$ cat src/rtl/core/chm_pkg.sv
// ----------------------------------------------------------------------------
// chm_pkg: shared types and constants for the monotone chain hull block
// point layout and sort order
// ----------------------------------------------------------------------------
package chm_pkg;

  localparam int unsigned MaxPointsDefault = 64;
  localparam int unsigned FracBitsDefault  = 23;
  localparam int unsigned LatW = 31;
  localparam int unsigned LonW = 32;

  typedef struct packed {
    logic signed [LonW-1:0] lon;
    logic signed [LatW-1:0] lat;
  } pt_t;

  // true when a sorts strictly before b
  function automatic logic pt_before(pt_t a, pt_t b);
    logic r;
    if (a.lon != b.lon) begin
      r = (a.lon < b.lon);
    end else begin
      r = (a.lat < b.lat);
    end
    return r;
  endfunction

endpackage

$ cat src/rtl/core/chm_sort_cell.sv
// ----------------------------------------------------------------------------
// chm_sort_cell: one cell of the insertion sorting chain
// keeps the smaller point, passes the larger one to its right neighbor
// ----------------------------------------------------------------------------
module chm_sort_cell (
  input  logic          clk,
  input  logic          rst,
  input  logic          clear,
  input  logic          in_valid,
  input  chm_pkg::pt_t  in_pt,
  output logic          out_valid,
  output chm_pkg::pt_t  out_pt,
  output chm_pkg::pt_t  held
);
  import chm_pkg::*;

  logic full;
  logic keep_new;

  assign keep_new = !full || pt_before(in_pt, held);

  always_ff @(posedge clk) begin
    if (rst || clear) begin
      full      <= 1'b0;
      out_valid <= 1'b0;
    end else begin
      out_valid <= in_valid && full;
      if (in_valid) begin
        full <= 1'b1;
        if (keep_new) begin
          held   <= in_pt;
          out_pt <= held;
        end else begin
          out_pt <= in_pt;
        end
      end
    end
  end

endmodule

$ cat config.mk
export PLATFORM = sky130hd
export DESIGN_NAME = chm_sort_cell
export DESIGN_NICKNAME = d
export VERILOG_FILES = /design/src/rtl/core/chm_pkg.sv /design/src/rtl/core/chm_sort_cell.sv
export SDC_FILE = /design/constraint.sdc
export NUM_CORES = 1
export LEC_CHECK = 0
export BUFFER_PORTS_ARGS = -buffer_cell sky130_fd_sc_hd__buf_2
export CAP_MARGIN = 15
export CORE_MARGIN = 2
export CORE_UTILIZATION = 40
export DETAILED_ROUTE_END_ITERATION = 10
export PLACE_DENSITY = 0.67
export SLEW_MARGIN = 40
export SYNTH_ARGS = -nofsm -noshare
export SYNTH_HDL_FRONTEND = slang
export SYNTH_SLANG_ARGS = --single-unit
$ cat constraint.sdc
create_clock -name clk -period 5.9 [get_ports clk]
set_input_delay 0.59 -clock clk [delete_from_list [all_inputs] [get_ports clk]]
set_output_delay 0.59 -clock clk [all_outputs]
set_load 0.01 [all_outputs]
==> summary.md <==
| Metric | Value |
|---|---|
| Vias in the first global route | 4147 |
| Starting Density | 0.408 |
| Slew Viols, Final | 0 |
| Num CTS Buffers | 17 |
| Arrival @ worst endpoint | 4.04 ns |
| Max frequency | 258 MHz |
| # DRC | 0 |
| EDFF count, synth | 126 |
| PortBufs | 193 |
| Max-slew headroom | 0.462 |
| Post-CTS sizing | 0 |
| Reg-to-reg slack, setup | 2.03 ns |
| Critical path startpoint category | flop |
| Seq/Total Area, Yosys | 0.592 |
| GR Util All Layers | 0.166 |
| Tmin final | 3.87 ns |
| Avg Inst Size Synth | 14.8 um2 |
| Crit Path Category | reg -> reg |
| Finished Core Util | 0.520 |
| Worst VDD drop | 0.000185 V |
| Wirelength per Cell | 16.1 um |
| Cell taking the most area after synthesis | edfxtp_1 |
| Final wirelength | 14100 um |
| Share of cells above drive strength 1 | 0.436 |
| Count of final setup violators | 0 |
| Hold Crit Start | in_pt[0] |
| Clock root buffer | clkbuf_16 |
| Hold Buf Count CTS | 0 |
| Critical path capture point type | flop |
| Worst-path clk slew | 0.06 ns |
| Worst-Margin Slew | 0.805 ns |
| Layout net count | 776 |
| Layout area overhead | 27.3% |
| Post-route cell area | 0.00822 mm2 |
| Largest cells by area after synthesis | edfxtp_1, mux2_4, ha_1 |
| Clk_skew | 0.00946 ns |
| GRT overflow | 0 |
| CTS tree | yes |
| Hold crit path type | in -> reg |
| N_diodes | 0 |
| Hold Worst Slack | 0.376 ns |
| Placed Area | 0.00771 mm2 |
| First-pass GRT wire length | 21400 um |
| Max Fanout on Critical Path | 28 |
| Outcome | finished, final reports clean |
| Largest net degree at the start of global routing | 37 |
| MaxCap Viol Count | 0 |
| Netlist cell types | 34 |
| FF-to-FF Start | held[30] |
| Via density | 4.81 |
| Cell count after synthesis | 436 |
| Num rows | 46 |
| Async S/R FF share, synth | 0 |
| #FFs+latches synth | 128 |
| Post-Synthesis Cell Area | 0.00646 mm2 |
| GPL Wtd Cong | 0.784 |
| CP required | 6.07 ns |
| Setup TNS | 0 ns |
| Post-DRT Antenna Nets | 0 |
| Critical Path Source | held[30] |
| DIE HEIGHT | 131 um |
| Synth Flop Type | edfxtp_1 |
| PwrDens | 267 mW/mm2 |
| Hpwl dp | 10300 um |
| Period utilisation layout | 0.657 |
| Antenna violations before repair | 0 |
| Buffer levels on the longest clock path | 2 |
| Synth cell count leaders | edfxtp_1, inv_1, ha_1 |
| Iteration-0 DRC Markers | 209 |
| H-tree depth | 4 |
| First-pass iteration count of the detailed router | 4 |
| Yosys top cell area share | 0.586 |
| Die area | 0.0172 mm2 |
| RSZ-0062 raised after global routing | no |
| Die W | 131 um |
| Top Ports | 194 |
| CTS sink cnt | 128 |
| Final hold vios | 0 |
| Clock Latency Late Sink | 0.42 ns |
| Most numerous cell in the Yosys netlist | edfxtp_1 |
| Core Area | 0.0158 mm2 |
| Leak pwr | 3.68 nW |
| Routed via count | 4210 |
| Total number of yosys warnings | 0 |
| Post-CTS setup buffer count | 0 |
| Syn nets | 565 |
-- cell type report --
type | count | area, um2
Clock inverter | 3 | 13.8
Fill cell | 1339 | 7600
Inverter | 66 | 248
Multi-Input combinational cell | 236 | 2330
Timing Repair Buffer | 198 | 1040
Clock buffer | 29 | 500
Sequential cell | 128 | 3820
Tap cell | 216 | 270
-- path summary, 6_finish.rpt --
check / to / cells after the start
worst min register to register: out_valid / 1
worst max register to register: out_pt[62] / 10
worst min-delay path: held[0] / 1
worst max-delay path: out_pt[62] / 10
-- kinds of logic (layout without fill, tap and decap cells) --
kind of cell | count (synthesis) | in the layout | synth area share
DFF | 128 | 128 | 0.592
buffers and inverters | 72 | 296 | 0.0488
muxes | 64 | 64 | 0.146
adders and majority gates | 62 | 62 | 0.120
AOI/OAI and AO/OA | 56 | 56 | 0.0521
and+or+nand+nor | 54 | 54 | 0.0415
-- report_power, final --
part	internal [W]	switching [W]
logic	0.000103	0.000115
registers	0.00103	0.0000129
clock network	0.000568	0.000362
total	0.00170	0.000490
-- critical path, cell delays in order (launching register included) --
cell      delay, ns
edfxtp_1       0.37
inv_1          0.05
ha_1           0.31
nand4_1        0.15
nor4_1         0.60
a21oi_1        0.15
o22ai_1        0.19
a311oi_2       0.09
o21ai_4        0.70
buf_4          0.58
mux2_2         0.39
-- stage by stage --
step / setup WS [ns] / instances / power, W
after detailed placement: 1.63 / 844 / 0.00128
after floorplan: 0.218 / 436 / 0.00119
after global routing: 1.71 / 876 / 0.00228
final: 2.03 / 876 / 0.00219
after CTS: 1.92 / 876 / 0.00222
after global placement: 1.53 / 843 / 0.00127
-- cell usage in the layout (no fill, tap or decap), types with 6 or more instances in the layout --
master / count
buf_2: 193
edfxtp_1: 126
inv_1: 66
ha_1: 62
mux2_4: 59
a21oi_1: 33
nand2_1: 20
clkbuf_16: 17
nand4_1: 11
o21ai_0: 9
clkbuf_1: 9
nor2_1: 6
-- routing by layer --
| layer | vias to the layer above | GRT usage | wire, um |
|---|---|---|---|
| met1 | 1999 | 0.201 | 6100 |
| met3 | 26 | 0.0544 | 948 |
| met5 | - | 0 | 0 |
| li1 | 2039 | - | - |
| met2 | 146 | 0.274 | 6770 |
| met4 | 0 | 0.0701 | 252 |
-- registers in the layout (all words and copies together) (netlist names) --
| register | flops |
|---|---|
| full | 1 |
| held | 63 |
| out_pt | 63 |
| out_valid | 1 |
Note: power is estimated with default switching activity, not from simulation.
